==> config.mk <==
export PLATFORM = sky130hd
export DESIGN_NAME = wsor_ctrl
export DESIGN_NICKNAME = d
export VERILOG_FILES = /design/src/rtl/core/wsor_pkg.sv /design/src/rtl/core/wsor_ctrl.sv
export SDC_FILE = /design/constraint.sdc
export NUM_CORES = 1
export LEC_CHECK = 0
export ABC_AREA = 1
export BUFFER_PORTS_ARGS = -buffer_cell sky130_fd_sc_hd__buf_2
export CORE_AREA = 2 2 39 41
export DETAILED_ROUTE_END_ITERATION = 7
export DIE_AREA = 0 0 41 43
export GPL_ROUTABILITY_DRIVEN = 0
export HOLD_SLACK_MARGIN = 0.06
export PLACE_DENSITY_LB_ADDON = 0.08
export SETUP_SLACK_MARGIN = 0.05
export SKIP_CTS_REPAIR_TIMING = 1
export SLEW_MARGIN = 20
export SYNTH_ARGS = -nofsm -noshare
export SYNTH_HDL_FRONTEND = slang
export SYNTH_SLANG_ARGS = --single-unit
==> constraint.sdc <==
create_clock -name clk -period 1.1 [get_ports clk]
set_input_delay 0.055 -clock clk [delete_from_list [all_inputs] [get_ports clk]]
set_output_delay 0.055 -clock clk [all_outputs]
set_load 0.05 [all_outputs]
==> src/rtl/core/wsor_pkg.sv <==
`timescale 1ns / 1ps
// ----------------------------------------------------------------------------
// Wall segment occupancy rasterizer package
// Shared constants, request and register codes, controller states, and the
// command and status groups that pass between controller and datapath.
// ----------------------------------------------------------------------------
package wsor_pkg;

	localparam int DEF_MAX_WIDTH  = 256;
	localparam int DEF_MAX_HEIGHT = 256;
	localparam int DEF_PIXEL_BITS = 16;

	localparam int SCALE_W    = 24;
	localparam int SCALE_FRAC = 16;
	localparam int HALF_W     = 7;
	localparam int GRID_CFG_W = 9;
	localparam int CFG_DATA_W = 24;
	localparam int CFG_IDX_W  = 2;
	localparam int RC_W       = 8;
	localparam int VALUE_W    = 7;

	localparam logic [VALUE_W-1:0] WALL_VALUE = 7'd100;
	localparam logic [VALUE_W-1:0] FREE_VALUE = 7'd0;

	localparam logic [1:0] REQ_DRAW  = 2'd0;
	localparam logic [1:0] REQ_READ  = 2'd1;
	localparam logic [1:0] REQ_CLEAR = 2'd2;

	localparam logic [CFG_IDX_W-1:0] CFG_SCALE       = 2'd0;
	localparam logic [CFG_IDX_W-1:0] CFG_HALF_THICK  = 2'd1;
	localparam logic [CFG_IDX_W-1:0] CFG_GRID_WIDTH  = 2'd2;
	localparam logic [CFG_IDX_W-1:0] CFG_GRID_HEIGHT = 2'd3;

	// coordinate slots: start column, start row, end column, end row
	localparam logic [1:0] SCALE_LAST = 2'd3;

	typedef struct packed {
		logic [SCALE_W-1:0]    scale_q16;
		logic [HALF_W-1:0]     half_thick;
		logic [GRID_CFG_W-1:0] grid_width;
		logic [GRID_CFG_W-1:0] grid_height;
	} cfg_t;

	typedef enum logic [3:0] {
		ST_CLEAR,
		ST_IDLE,
		ST_SCALE,
		ST_DRAIN,
		ST_BOUND,
		ST_CLIP,
		ST_FILL,
		ST_RADDR,
		ST_RDATA
	} state_t;

	typedef struct packed {
		logic       load;
		logic       clr_init;
		logic       clr_wr;
		logic       scale_go;
		logic [1:0] scale_sel;
		logic       bound;
		logic       clip;
		logic       fill_wr;
		logic       rd_go;
		logic       out_load;
	} cmd_t;

	typedef struct packed {
		logic clr_last;
		logic fill_empty;
		logic fill_last;
		logic out_free;
	} sts_t;

endpackage

==> src/rtl/core/wsor_ctrl.sv <==
`timescale 1ns / 1ps
// ----------------------------------------------------------------------------
// Wall segment occupancy rasterizer controller
// Sequences clearing, coordinate scaling, bounding, row fill and reads.
// ----------------------------------------------------------------------------
module wsor_ctrl import wsor_pkg::*; (
	input  logic       clk,
	input  logic       arst_n,
	input  logic       req_valid,
	input  logic [1:0] req_type,
	output logic       req_ready,
	input  sts_t       sts,
	output cmd_t       cmd
);

	state_t     state_q;
	state_t     state_d;
	logic [1:0] scale_cnt_q;

	always_ff @(posedge clk or negedge arst_n) begin
		if (!arst_n) begin
			state_q     <= ST_CLEAR;
			scale_cnt_q <= 2'd0;
		end else begin
			state_q <= state_d;
			if (state_q == ST_SCALE) begin
				scale_cnt_q <= scale_cnt_q + 2'd1;
			end else begin
				scale_cnt_q <= 2'd0;
			end
		end
	end

	always_comb begin
		state_d = state_q;
		case (state_q)
			ST_CLEAR: begin
				if (sts.clr_last) state_d = ST_IDLE;
			end
			ST_IDLE: begin
				if (req_valid) begin
					case (req_type)
						REQ_DRAW:  state_d = ST_SCALE;
						REQ_READ:  state_d = ST_RADDR;
						REQ_CLEAR: state_d = ST_CLEAR;
						default:   state_d = ST_IDLE;
					endcase
				end
			end
			ST_SCALE: begin
				if (scale_cnt_q == SCALE_LAST) state_d = ST_DRAIN;
			end
			ST_DRAIN: state_d = ST_BOUND;
			ST_BOUND: state_d = ST_CLIP;
			ST_CLIP:  state_d = ST_FILL;
			ST_FILL: begin
				if (sts.fill_empty || sts.fill_last) state_d = ST_IDLE;
			end
			ST_RADDR: state_d = ST_RDATA;
			ST_RDATA: begin
				if (sts.out_free) state_d = ST_IDLE;
			end
			default: state_d = ST_CLEAR;
		endcase
	end

	always_comb begin
		req_ready = 1'b0;
		cmd       = '0;
		case (state_q)
			ST_CLEAR: cmd.clr_wr = 1'b1;
			ST_IDLE: begin
				req_ready    = 1'b1;
				cmd.load     = req_valid;
				cmd.clr_init = req_valid && (req_type == REQ_CLEAR);
			end
			ST_SCALE: begin
				cmd.scale_go  = 1'b1;
				cmd.scale_sel = scale_cnt_q;
			end
			ST_DRAIN: ;
			ST_BOUND: cmd.bound = 1'b1;
			ST_CLIP:  cmd.clip  = 1'b1;
			ST_FILL:  cmd.fill_wr = !sts.fill_empty;
			ST_RADDR: cmd.rd_go = 1'b1;
			ST_RDATA: cmd.out_load = sts.out_free;
			default: ;
		endcase
	end

endmodule

# After elaboration in Yosys (flattened, before gate mapping)
# Cells that the tools add are included.
classes:
  n_reduce_logical: 6
  n_addsub: 1
  n_eq_ne: 16
  muxes: 17
ops:
  columns: ["op", "n"]
  rows:
  - ["one-hot mux 4 bit (9 select lines)", 1]
  - ["2-to-1 mux 4 bit", 5]
  - ["equality test 4 x 3 -> 1 bit (second input constant)", 4]
  - ["one-hot mux 3 bit (3 select lines)", 1]
  - ["equality test 4 x 2 -> 1 bit (second input constant)", 2]
  - ["!= test 2 bit (second input constant)", 4]
  - ["2-to-1 mux 1 bit", 7]
  - ["AND reduction 5 bit", 1]
  - ["equality test 2 bit (second input constant)", 2]
  - ["equality test 4 x 1 -> 1 bit (second input constant)", 1]
  - ["equality test 4 bit (second input constant)", 1]
  - ["zero test 4 bit", 1]
  - ["2-to-1 mux 2 bit", 2]
  - ["2-to-1 mux 3 bit", 1]
  - ["adder 2 x 1 -> 2 bit (second input constant)", 1]
  - ["equality test 2 x 1 -> 1 bit (second input constant)", 1]
  - ["zero test 2 bit", 1]
  - ["!= test 2 x 1 -> 1 bit (second input constant)", 1]
  - ["logical AND 1 bit", 1]
  - ["zero test 1 bit", 1]
  - ["logical OR 1 bit", 1]
totals:
  elab_cells: 42
  regBits: 6
  output_inout_bits: 12

# Logic depth before layout (Yosys ltp)
depth:
  word_depth: 4
  mapped_depth: 7
  ltp_nobuf: 7

# Worst setup path after synthesis
# OpenSTA, ideal clock, no wires.
synth_path:
  path_type: "flip-flop to output port"
  start: "register state_q[3]"
  end: "output cmd[9] (netlist name)"
  path_stages_with_launch: 4
  required_time_ns: 1.045
  t_arrival_ns: 2.216
  n_path_buf: 0
  path_slack_ns: -1.171
  cell_sequence: "dfrtp_1 nor2_4 nand3_2 nor4_1"
synth_lines:
  columns: ["element", "line_no", "source"]
  rows:
  - ["start, declared", "wsor_ctrl.sv:16", "state_t state_q;"]
  - ["start signal, assigned", "wsor_ctrl.sv:25", "state_q <= state_d;"]
  - ["end, declared", "wsor_ctrl.sv:13", "output cmd_t cmd"]

==> PnR_summary.wiki <==
{| class="wikitable"
! Metric !! Value
|-
| Run status || finished with violations
|-
| Violations in the final reports || negative setup slack
|-
| Power density over cell area || 2620 nW/µm²
|-
| Cell chosen for the clock root || clkbuf_4
|-
| Number of placement rows || 14
|-
| Maximum fanout encountered on the critical timing path || 4
|-
| Filler Cells Inserted || 85
|-
| Register-to-register path setup slack || -260 ps
|-
| Instance area at placement || 891 µm²
|-
| Top-Level Pins || 21
|-
| RSZ-0062 raised after global routing || true
|-
| Portion of synthesized cell area occupied by the leading cell type || 30.5%
|-
| Min-Delay Path Class || input port to register
|-
| Post-synthesis average cell area || 6.83 µm²
|-
| Wire length of the first global-routing pass || 2300 µm
|-
| Crit path DAT || 1420 ps
|-
| Met3 layer wire length in the routed design || 85 µm
|-
| Via count of the routed design || 679
|-
| DRT antenna net count || 0
|-
| Initial cell density of the core || 35.5%
|-
| TritonCTS sink count || 6
|-
| Part of the cycle the worst path needs || 134%
|-
| Clock H-tree levels || 1
|-
| Worst Skew || 5.64 ps
|-
| Insertion delay to the later sink of the worst-skew pair || 260 ps
|-
| Final setup violating endpoints || 16
|-
| Count of final max-slew check failures || 0
|-
| Net count after synthesis || 82
|-
| Synth area leader || dfrtp_1
|-
| Length of routed met2 wiring || 1000 µm
|-
| Vias in the first global route || 566
|-
| Post-place setup slack || -207 ps
|-
| DR pass1 iterations || 4
|-
| Element type at the critical path end || output port
|-
| Area enclosed by the die boundary || 1760 µm²
|-
| Slew margin rel. || 84.2%
|-
| Post-layout utilization of the core || 84.4%
|-
| Post-Syn Instances || 72
|-
| Slew at the pin closest to its max-slew limit || 237 ps
|-
| Clock tree from TritonCTS || built
|-
| Signed area change from the synthesized netlist to the final layout || 137%
|-
| Number of distinct library cell variants in the gate-level netlist after synthesis || 17
|-
| Number of antenna violations at the first check in global routing || 0
|-
| CTS max path bufs || 2
|-
| CTS clock-pin slew for the worst setup and hold paths || 60 ps
|-
| Number of antenna repair diodes || 0
|-
| Vias/cell || 4.88
|-
| Number of warnings reported in the yosys synthesis log || 0
|-
| Largest cells by area after synthesis || dfrtp_1 31%, inv_1 9.9%, nand2_1 9.2%
|-
| Max Used Layer || met4
|-
| Drt first-iter violations || 8
|-
| Max Cap Violations || 0
|-
| Die W || 41 µm
|-
| Kind of critical path || register to output port
|-
| Number of nets in the layout || 134
|-
| Global route overflow || 0
|-
| Maximum number of pins on one net before global-route repair || 9
|-
| Most common library cell in the layout ignoring fill and taps || buf_4
|-
| Least setup slack across all paths after layout || -379 ps
|-
| DRC violations left || 0
|-
| IO Port Bufs || 20
|-
| Largest vdd supply drop || 1700 µV
|-
| Detailed-route wire length || 1820 µm
|-
| Leakage power of the design || 0.543 nW
|-
| Seq/Total Area, Yosys || 30.5%
|-
| Height of the die || 43 µm
|-
| Top library cells by usage in the layout, fill and taps aside || 22 x buf_4, 11 x nand2_1, 10 x nor2_4
|-
| Required time at the endpoint of the critical path || 1040 ps
|-
| Core box area || 1380 µm²
|-
| GRT Total Usage || 18.9%
|-
| Fraction of final layout cells with drive strength greater than 1 || 69.9%
|-
| Synth Cell Area || 492 µm²
|-
| Shortest period the worst path allows || 1480 ps
|-
| Final Cell Area || 1170 µm²
|-
| TritonCTS buffer count || 3
|-
| Final Hold Vio Count || 0
|-
| Critical path launch point type || register
|-
| Length of routed wiring on met1 || 678 µm
|-
| Upper clock frequency limit || 0.676 GHz
|-
| Total half-perimeter wirelength after legalization and detailed placement || 1150 µm
|-
| Wire length per cell || 13.1 µm
|-
| Synthesized flop and latch total || 6
|}
==> kinds of logic after synthesis <==
kind of cell	Yosys count	share of synthesized area, %
adder cells (fa/ha/maj)	1	2.54
buffers and inverters	18	14.5
AO/OA/AOI/OAI	3	3.82
flip-flops	6	30.5
AND/OR/NAND/NOR	44	48.6
==> cells in the mapped netlist <==
master	count
nand3b_1	1
nand2_1	12
nor2_4	2
ha_1	1
buf_4	1
inv_2	4
nor4_1	3
a21oi_2	1
nor2_2	3
a21oi_1	2
nor3_1	1
inv_1	13
nand3_1	5
dfrtp_1	6
nand3_2	4
nor2_1	10
nand4_1	3
==> flip-flops by register name, indices dropped and copies added (netlist names) <==
name,count
scale_cnt_q,2
state_q,4
==> report_power, final <==
part,switching (mW),total (mW),internal (mW)
clock,0.110,0.249,0.139
sequential,0.133,0.431,0.299
combinational,1.32,2.38,1.06
total,1.56,3.06,1.50
==> stage by stage <==
stage | instances | power [mW] | hold WS (ps) | setup TNS [ps]
2_1_floorplan | 72 | 1.57 | -241 | -1810
5_1_grt | 139 | 3.25 | 137 | -5400
3_3_place_gp | 128 | 2.17 | -115 | -2440
6_report | 139 | 3.06 | 131 | -4450
3_5_place_dp | 128 | 2.19 | -109 | -2670
4_1_cts | 132 | 2.42 | -368 | -5910
==> final timing paths <==
kind / from / to / cells after the start
min: sts[0] / state_q[3] / 4
max: state_q[3] / cmd[2] / 5
max in group asynchronous: arst_n / state_q[0] / 2
min reg2reg: scale_cnt_q[0] / scale_cnt_q[0] / 2
max reg2reg: state_q[0] / state_q[0] / 8
min in group asynchronous: arst_n / scale_cnt_q[0] / 2
==> area by class of cell <==
type / count / area (µm²) / share of cell area [%]
inverter: 17 / 78.8 / 6.75
sequential: 6 / 154 / 13.2
tap: 16 / 20.0 / 1.71
clock buffer: 4 / 26.3 / 2.25
multi-input combinational: 48 / 442 / 37.8
timing repair buffer: 48 / 447 / 38.3
==> layer usage <==
metal  global-route usage, %  vias to the layer above
li1                        -                      331
met1                    24.6                      318
met2                    30.3                       23
met3                    3.14                        7
met4                    6.00                        0
met5                       0                        -
==> worst max-delay path: stages (launching register included) <==
cell     delay (ps)
dfrtp_2         430
buf_12          140
nor2_4          120
inv_2            60
nor4_4          210
buf_6           190
No activity file was read; power rests on OpenSTA's default activity.
