### config.mk
export PLATFORM = sky130hd
export DESIGN_NAME = wsor_cfg_regs
export DESIGN_NICKNAME = d
export VERILOG_FILES = /design/src/rtl/core/wsor_pkg.sv /design/src/rtl/core/wsor_cfg_regs.sv
export SDC_FILE = /design/constraint.sdc
export NUM_CORES = 1
export LEC_CHECK = 0
export ABC_AREA = 1
export BUFFER_PORTS_ARGS = -buffer_cell sky130_fd_sc_hd__buf_2
export CAP_MARGIN = 15
export CORE_MARGIN = 10
export CORE_UTILIZATION = 40
export CTS_BUF_LIST = sky130_fd_sc_hd__clkbuf_16
export DETAILED_ROUTE_END_ITERATION = 8
export PLACE_DENSITY = 0.71
export SLEW_MARGIN = 20
export SYNTH_ARGS = -nofsm -noshare
export SYNTH_HDL_FRONTEND = slang
export SYNTH_SLANG_ARGS = --single-unit
export TNS_END_PERCENT = 20
### constraint.sdc
create_clock -name clk -period 0.8 [get_ports clk]
set_input_delay 0.08 -clock clk [delete_from_list [all_inputs] [get_ports clk]]
set_output_delay 0.08 -clock clk [all_outputs]
set_load 0.005 [all_outputs]
### src/rtl/core/wsor_pkg.sv
`timescale 1ns / 1ps
// ----------------------------------------------------------------------------
// Wall segment occupancy rasterizer package
// Shared constants, request and register codes, controller states, and the
// command and status groups that pass between controller and datapath.
// ----------------------------------------------------------------------------
package wsor_pkg;

	localparam int DEF_MAX_WIDTH  = 256;
	localparam int DEF_MAX_HEIGHT = 256;
	localparam int DEF_PIXEL_BITS = 16;

	localparam int SCALE_W    = 24;
	localparam int SCALE_FRAC = 16;
	localparam int HALF_W     = 7;
	localparam int GRID_CFG_W = 9;
	localparam int CFG_DATA_W = 24;
	localparam int CFG_IDX_W  = 2;
	localparam int RC_W       = 8;
	localparam int VALUE_W    = 7;

	localparam logic [VALUE_W-1:0] WALL_VALUE = 7'd100;
	localparam logic [VALUE_W-1:0] FREE_VALUE = 7'd0;

	localparam logic [1:0] REQ_DRAW  = 2'd0;
	localparam logic [1:0] REQ_READ  = 2'd1;
	localparam logic [1:0] REQ_CLEAR = 2'd2;

	localparam logic [CFG_IDX_W-1:0] CFG_SCALE       = 2'd0;
	localparam logic [CFG_IDX_W-1:0] CFG_HALF_THICK  = 2'd1;
	localparam logic [CFG_IDX_W-1:0] CFG_GRID_WIDTH  = 2'd2;
	localparam logic [CFG_IDX_W-1:0] CFG_GRID_HEIGHT = 2'd3;

	// coordinate slots: start column, start row, end column, end row
	localparam logic [1:0] SCALE_LAST = 2'd3;

	typedef struct packed {
		logic [SCALE_W-1:0]    scale_q16;
		logic [HALF_W-1:0]     half_thick;
		logic [GRID_CFG_W-1:0] grid_width;
		logic [GRID_CFG_W-1:0] grid_height;
	} cfg_t;

	typedef enum logic [3:0] {
		ST_CLEAR,
		ST_IDLE,
		ST_SCALE,
		ST_DRAIN,
		ST_BOUND,
		ST_CLIP,
		ST_FILL,
		ST_RADDR,
		ST_RDATA
	} state_t;

	typedef struct packed {
		logic       load;
		logic       clr_init;
		logic       clr_wr;
		logic       scale_go;
		logic [1:0] scale_sel;
		logic       bound;
		logic       clip;
		logic       fill_wr;
		logic       rd_go;
		logic       out_load;
	} cmd_t;

	typedef struct packed {
		logic clr_last;
		logic fill_empty;
		logic fill_last;
		logic out_free;
	} sts_t;

endpackage

### src/rtl/core/wsor_cfg_regs.sv
`timescale 1ns / 1ps
// ----------------------------------------------------------------------------
// Wall segment occupancy rasterizer configuration registers
// Holds scale, wall half thickness and grid size; written by index.
// ----------------------------------------------------------------------------
module wsor_cfg_regs import wsor_pkg::*; (
	input  logic                  clk,
	input  logic                  arst_n,
	input  logic                  wr_valid,
	input  logic [CFG_IDX_W-1:0]  wr_index,
	input  logic [CFG_DATA_W-1:0] wr_data,
	output logic                  wr_ready,
	output cfg_t                  cfg
);

	cfg_t cfg_q;

	assign wr_ready = 1'b1;
	assign cfg      = cfg_q;

	always_ff @(posedge clk or negedge arst_n) begin
		if (!arst_n) begin
			cfg_q.scale_q16   <= 24'd65536;
			cfg_q.half_thick  <= 7'd1;
			cfg_q.grid_width  <= 9'd256;
			cfg_q.grid_height <= 9'd256;
		end else if (wr_valid) begin
			case (wr_index)
				CFG_SCALE:       cfg_q.scale_q16   <= wr_data[SCALE_W-1:0];
				CFG_HALF_THICK:  cfg_q.half_thick  <= wr_data[HALF_W-1:0];
				CFG_GRID_WIDTH:  cfg_q.grid_width  <= wr_data[GRID_CFG_W-1:0];
				CFG_GRID_HEIGHT: cfg_q.grid_height <= wr_data[GRID_CFG_W-1:0];
				default: ;
			endcase
		end
	end

endmodule

; ---- Yosys cells after proc, flatten, opt, wreduce, memory -nomap -nowiden
; Cells that the tools add are included.
[totals]
ff_bits = 49
output_inout_bits = 50
[op_classes]
n_eq_ne = 3
n_reduce_logical = 5
[op_table]
columns = cell, n
row1 = 2-bit AND reduction, 4
row2 = 2-bit == test (second input constant), 2
row3 = 2-bit by 1-bit == test with 1-bit output (second input constant), 1
row4 = 2-bit logical NOT, 1

; ---- Longest topological paths before layout
; Gate-level depths: netlist of run 1.
[logic_depth]
word_depth = 2
ltp_mapped = 5
ltp_nobuf = 4

; ---- Worst setup path after synthesis of run 1
; Ideal clock, no wire load.
[synth_path]
kind = input port to flip-flop
startpoint = input wr_valid
endpoint = register cfg_q (netlist bit cfg[10])
arrival_time_ns = 0.631
required_ns = 0.683
slack_ns = 0.052
cell_stages = 5
n_path_buf = 2
cell_sequence = buf_4 buf_2 nand3_4 nand2_1 nand2_1
[synth_between]
elab_chain_len = 1
[synth_lines]
columns = item, line_no
row1 = from (decl), wsor_cfg_regs.sv:9  ; input logic wr_valid,
row2 = 2-bit AND reduction (no source line), -
row3 = to (decl), wsor_cfg_regs.sv:16  ; cfg_t cfg_q;
; Every way passes these cells.
; A chain may end at the register's enable or synchronous reset.

; ---- Worst setup path in the final report of run 1
[layout_path]
startpoint = register cfg_q (netlist bit cfg[8])
endpoint = output cfg[8] in the netlist's numbering
[layout_rtl]
columns = item, line_no
row1 = to (decl), wsor_cfg_regs.sv:13  ; output cfg_t cfg
; No word-level cell between the ends.

==> qor.yml, run 1 <==
status:
  status: "complete, but fails checks"
  violations: "setup timing"
worst_setup_path:
  cp_top_family: "flip-flops"
  crit_chain: "buf_6"
  worstPathRequired_ns: 0.72
  path_class: "reg -> out"
  worst_ep_arrival_time_ns: 0.92
  reg2reg_depth: 3
  endpoint_kind: "output port"
  critPathLaunchType: "flop"
  reg2reg_to: "cfg[17]"
  cp-startpoint: "cfg[8]"
  crit_fanout: 2
  r2r_slack_ns: 0.02
  cp_slowest_cell: "dfstp_2"
  cp_slowest_stage_delay_ns: 0.54
  path_buf_inv: 1
  r2r_start: "cfg[17]"
route:
  avgViaCountPerCell: 4.70
  wl_mm: 5.64
  dr_total_vias: 1811
  dr.first_iter.drc_count: 130
  ant_nets: 0
  wire_per_inst_um: 14.6
  drc: 0
  drt_pass1_iterations: 4
global_routing:
  grt_start_max_net_pins: 50
  grt_usage: 0.137
  overflow: 0
  grt_pass1_wl_mm: 9.48
  grt_pass1_vias: 1839
  antenna_found_initial: 0
sta:
  rsz0062_at_grt: "true"
  fmax_mhz: 1000
  drv_slew: 0
  finalCritPeriodShare: 1.25
  clock_skew_ns: 0
  layout_setup_ws_ns: -0.198
  finalHoldViolations: 0
  finalSetupViolations: 49
  timing.final.crit_period_ns: 0.998
layout:
  antennaDiodeCount: 0
  design_area_um2: 2840
  drive_above_1_share: 0.377
  seq_area_um2: 1230
  largest_register_ffs: 49
  multi_input_area_um2: 703
  fin_cells: 385
  syn_to_final_growth_pct: 39.0
  finalNetCount: 346
  fill_cells: 454
synthesis:
  synth_nets: 248
  async_reset_ff_frac: 1.00
  synth-seq-cells: 49
  synth_edf_count: 0
  yosysMostFrequentCell: "nand2_1"
  yosysWarnings: 0
  synthCells: 219
  avgSynthCellArea_um2: 9.34
  syn_area_um2: 2050
  synth_top_area_share: 0.550
  synth_area_leaders: "dfrtp_1 (55%), nand2_1 (18%), nand4_1 (7.6%), nand3_1 (5.9%), dfstp_2 (5.1%)"
  synth_flop_cell: "dfrtp_1"
  synthTopCellsByCount: "nand2_1 (98), dfrtp_1 (45), nand4_1 (25), nand3_1 (24), buf_2 (8)"
  synth.distinct_cells: 15
  yosys.area.top_type: "dfrtp_1"
  synth-seq-area-share: 0.602
power:
  swShare: 0.265
  p_clk_frac: 0.303
  p_leak_nw: 1.61
  powerDensity_nw_per_um2: 2250
  seqPwrFrac: 0.483
  p_int_w: 0.00470
  switching_power_w: 0.00170
  p_comb_frac: 0.214
  vdd_drop_max_v: 0.00123
placed_design:
  post-dp-hpwl_mm: 4.11
  gp_congestion: 0.768
  dpl_cell_area_um2: 2610
  io_buffer_count: 77
  dpl.cell_count: 368
  place_worst_setup_slack_ns: -0.0814
clocking:
  clk_latency_ns: 0.28
  cts_sinks: 49
  cts_max_level: 2
  clk_path_buf_depth: 2
  cts_tree: "built"
  root_buffer: "clkbuf_16"
  clk_pin_slew_ns: 0.06
  numCtsBuffers: 5
floorplanning:
  rows: 25
  fp.dieH_um: 91.5
  floorplan.die_area_um2: 8380
  design.core.area_um2: 4850
  die_w_um: 91.5
  ioPinCount: 79
  start_util: 0.422
job:
  max-cap-violations: 0
worst_hold_path:
  hp-start: "wr_data[16]"
  min_path_type: "in -> reg"
  hold_end: "cfg[41]"
  hold_depth: 3
-- worst max path at each step --
stage	cells past startpoint	end
global placement	5	cfg[23]
finish	1	cfg[8]
global route	1	cfg[17]
floorplan	5	cfg[10]
detailed placement	5	cfg[21]
CTS	1	cfg[8]
-- cell usage in the layout, fill, tap and decap left out, types with 2 or more instances in the layout --
cell type and n:
buf_6 4, nand3_2 2, clkbuf_16 5, inv_1 3, nand4_1 25, buf_4 24, dfrtp_1 45, buf_12 4
buf_2 73, dfstp_2 4, nand3_1 24, nand2_1 98
-- layout make-up --
class                      instances  share of cell area
clock buffer                       5              0.0440
clock inverter                     3             0.00396
inverter                           2             0.00264
timing repair buffer             106               0.239
multi-input combinational        153               0.247
sequential                        49               0.433
tap                               67              0.0295
-- per-layer routing --
layer / GRT usage / part of all wire / up-vias
met2: 0.213 / 0.48 / 49
met4: 0.0352 / 0.0090 / 0
li1: - / - / 921
met1: 0.171 / 0.44 / 835
met3: 0.0593 / 0.075 / 6
met5: 0 / 0 / -
-- repair_timing --
| action | CTS | global route |
|---|---|---|
| endpoints found under the hold margin | 45 | 0 |
| gates cloned | 0 | 0 |
| setup endpoints to repair | 49 | 50 |
| hold buffers | 1 | 0 |
| resized for setup | 3 | 1 |
| setup buffers | 5 | 3 |
-- stage by stage --
stage               hold WS [ns]  setup TNS, ns  power (W)   util
floorplan                 -0.216              0    0.00364      -
global placement          0.0844          -1.08    0.00437  0.539
detailed placement        0.0844          -1.70    0.00439  0.539
CTS                       0.0164          -4.09    0.00646  0.580
global route              0.0321          -5.53    0.00686  0.586
finish                    0.0199          -3.65    0.00640  0.586
-- logic make-up after synthesis --
logic type / count (synthesis) / synth area share
buffers and inverters: 17 / 0.0544
other: 1 / 0.00183
flip-flops: 49 / 0.602
AND/OR/NAND/NOR: 152 / 0.342
-- power groups by stage --
stage          Combinational [W]  Sequential, W  Clock [W]
4_1_cts                  0.00136        0.00309    0.00200
3_5_place_dp             0.00127        0.00313          0
5_1_grt                  0.00155        0.00316    0.00215
2_1_floorplan           0.000463        0.00318          0
3_3_place_gp             0.00125        0.00311          0
6_report                 0.00137        0.00309    0.00194
(Power assumes the default switching activity.)
==> run 2, diff against run 1 <==
--- a/config.mk
+++ b/config.mk
@@ -13,6 +13,7 @@
 export CTS_BUF_LIST = sky130_fd_sc_hd__clkbuf_16
 export DETAILED_ROUTE_END_ITERATION = 8
 export PLACE_DENSITY = 0.71
+export SETUP_SLACK_MARGIN = 0.05
 export SLEW_MARGIN = 20
 export SYNTH_ARGS = -nofsm -noshare
 export SYNTH_HDL_FRONTEND = slang
==> run 2 against run 1 <==
Against the previous run:
- the flow still finishes with violations (setup timing)
- sequential share of layout area down 0.21 points
- die area unchanged
- non-clock buffer count up 1
- setup slack worse by 0.0023 ns
- first-iteration DRC count down 3.1%
- core utilization up 0.28 points
- clock-buffer cell count unchanged
==> qor.yml, run 2 (synthesis results as in run 1) <==
route:
  dr_total_vias: 1822  # +0.61%
  ant_nets: 0  # unchanged
  avgViaCountPerCell: 4.72  # +0.35%
  wl_mm: 5.67  # +0.48%
  dr.first_iter.drc_count: 126  # -3.1%
  drc: 0  # unchanged
  drt_pass1_iterations: 4  # unchanged
  wire_per_inst_um: 14.7  # +0.22%
worst_setup_path:
  cp-startpoint: "cfg[8]"
  r2r_start: "cfg[13]"
  path_buf_inv: 1  # unchanged
  r2r_slack_ns: -0.01  # -0.03 ns
  reg2reg_to: "cfg[13]"
  endpoint_kind: "output port"
  worst_ep_arrival_time_ns: 0.92  # about the same
  path_depth: 1  # unchanged
  cp_slowest_stage_delay_ns: 0.54  # about the same
  critPathLaunchType: "flop"
  cp_top_family: "flip-flops"
  reg2reg_depth: 4  # +1
  path_class: "reg -> out"
  crit_chain: "buf_6"
  critPathCapture: "cfg[8]"
  crit_fanout: 2  # unchanged
  cp_slowest_cell: "dfstp_2"
  worstPathRequired_ns: 0.72  # about the same
layout:
  drive_above_1_share: 0.382  # +0.00509
  final_common_cell: "nand2_1"
  seq_area_um2: 1230  # unchanged
  final_core_util: 0.589  # +0.00284
  finalNetCount: 347  # +0.29%
  fin_cells: 386  # +0.26%
  antennaDiodeCount: 0  # unchanged
  fill_cells: 454  # unchanged
  multi_input_area_um2: 706  # +0.36%
  final_cell_mix: "nand2_1 (97), buf_2 (73), dfrtp_1 (45)"
  largest_register_ffs: 49  # unchanged
  syn_to_final_growth_pct: 39.6
floorplanning:
  rows: 25  # unchanged
  ioPinCount: 79  # unchanged
  floorplan.die_area_um2: 8380  # unchanged
  die_w_um: 91.5  # unchanged
  start_util: 0.422  # unchanged
  fp.dieH_um: 91.5  # unchanged
  design.core.area_um2: 4850  # unchanged
global_routing:
  grt_pass1_vias: 1839  # unchanged
  grt_pass1_wl_mm: 9.48  # unchanged
  overflow: 0  # unchanged
  grt_usage: 0.137  # unchanged
  antenna_found_initial: 0  # unchanged
  grt_start_max_net_pins: 50  # unchanged
sta:
  tns_ns: -3.76  # -0.111 ns
  timing.final.crit_period_ns: 1.00  # +0.00231 ns
  finalSetupViolations: 50  # +2.0%
  rsz0062_at_grt: "true"
  hold_slack_ns: 0.0164  # -0.00345 ns
  clock_skew_ns: 0  # unchanged
  fmax_mhz: 1000  # -0.23%
  drv_slew: 0  # unchanged
  finalCritPeriodShare: 1.25  # +0.00289
  layout_setup_ws_ns: -0.200  # -0.00231 ns
  finalHoldViolations: 0  # unchanged
power:
  p_leak_nw: 1.61  # +0.39%
  power_w: 0.00644  # +0.56%
  vdd_drop_max_v: 0.00124  # +0.30%
  powerDensity_nw_per_um2: 2250  # about the same
clocking:
  clk_latency_ns: 0.28  # about the same
  clk_pin_slew_ns: 0.06  # about the same
  cts_sinks: 49  # unchanged
  cts_max_level: 2  # unchanged
  numCtsBuffers: 5  # unchanged
  cts_tree: "built"
  root_buffer: "clkbuf_16"
  clk_path_buf_depth: 2  # unchanged
placed_design:
  dpl.cell_count: 368  # unchanged
  gp_congestion: 0.768  # unchanged
  post-dp-hpwl_mm: 4.11  # unchanged
  io_buffer_count: 77  # unchanged
status:
  status: "complete, but fails checks"
  violations: "setup timing"
job:
  max-cap-violations: 0  # unchanged
worst_hold_path:
  min_path_type: "in -> reg"
-- run 2: changes by cell type in the layout (fill, tap and decap cells not counted), sizes merged --
cell | before | now
buf | 105 | 106
-- run 2: final cells by class --
| type | instances | share of cell area |
|---|---|---|
| timing repair buffer | 107 | 0.242 |
| sequential | 49 | 0.431 |
| clock inverter | 3 | 0.00394 |
| inverter | 2 | 0.00263 |
| clock buffer | 5 | 0.0438 |
| multi-input combinational | 153 | 0.247 |
| tap | 67 | 0.0293 |
-- run 2: timing repair --
action / 4_1_cts / 5_1_grt
setup endpoints to repair: 49 / 55
cloned: 0 / 0
buffers inserted: 5 / 4
pin swaps: 0 / 5
resized for setup: 3 / 3
endpoints found under the hold margin: 45 / 0
hold buffers: 1 / 0
-- run 2: through the flow --
step                      instance area, um2  setup WS (ns)
after global routing                    2860         -0.227
after floorplan                         2050         0.0524
after global placement                  2610        -0.0765
after detailed placement                2610        -0.0814
after CTS                               2810         -0.208
final                                   2860         -0.200
-- run 2: how the worst min path moves through the flow --
stage	start	to	slack (ns)	cells after the start
after detailed placement	arst_n	cfg[43]	0.08	2
final	wr_data[16]	cfg[41]	0.02	3
after global routing	wr_data[23]	cfg[48]	0.03	3
after floorplan	arst_n	cfg[0]	-0.22	0
after global placement	arst_n	cfg[43]	0.08	2
after CTS	wr_data[16]	cfg[41]	0.02	3
-- run 2: layer usage --
| metal | vias to the layer above | GRT usage | routed length [um] |
|---|---|---|---|
| met3 | 6 | 0.0593 | 444 |
| met1 | 840 | 0.171 | 2490 |
| met4 | 0 | 0.0352 | 53 |
| li1 | 925 | - | - |
| met5 | - | 0 | 0 |
| met2 | 51 | 0.213 | 2680 |
-- run 2: report_power, final --
group | switching (W) | leakage, nW | total, W | internal (W)
Combinational | 0.000693 | 0.936 | 0.00139 | 0.000700
Sequential | 0.000196 | 0.603 | 0.00309 | 0.00290
Clock | 0.000830 | 0.0738 | 0.00195 | 0.00112
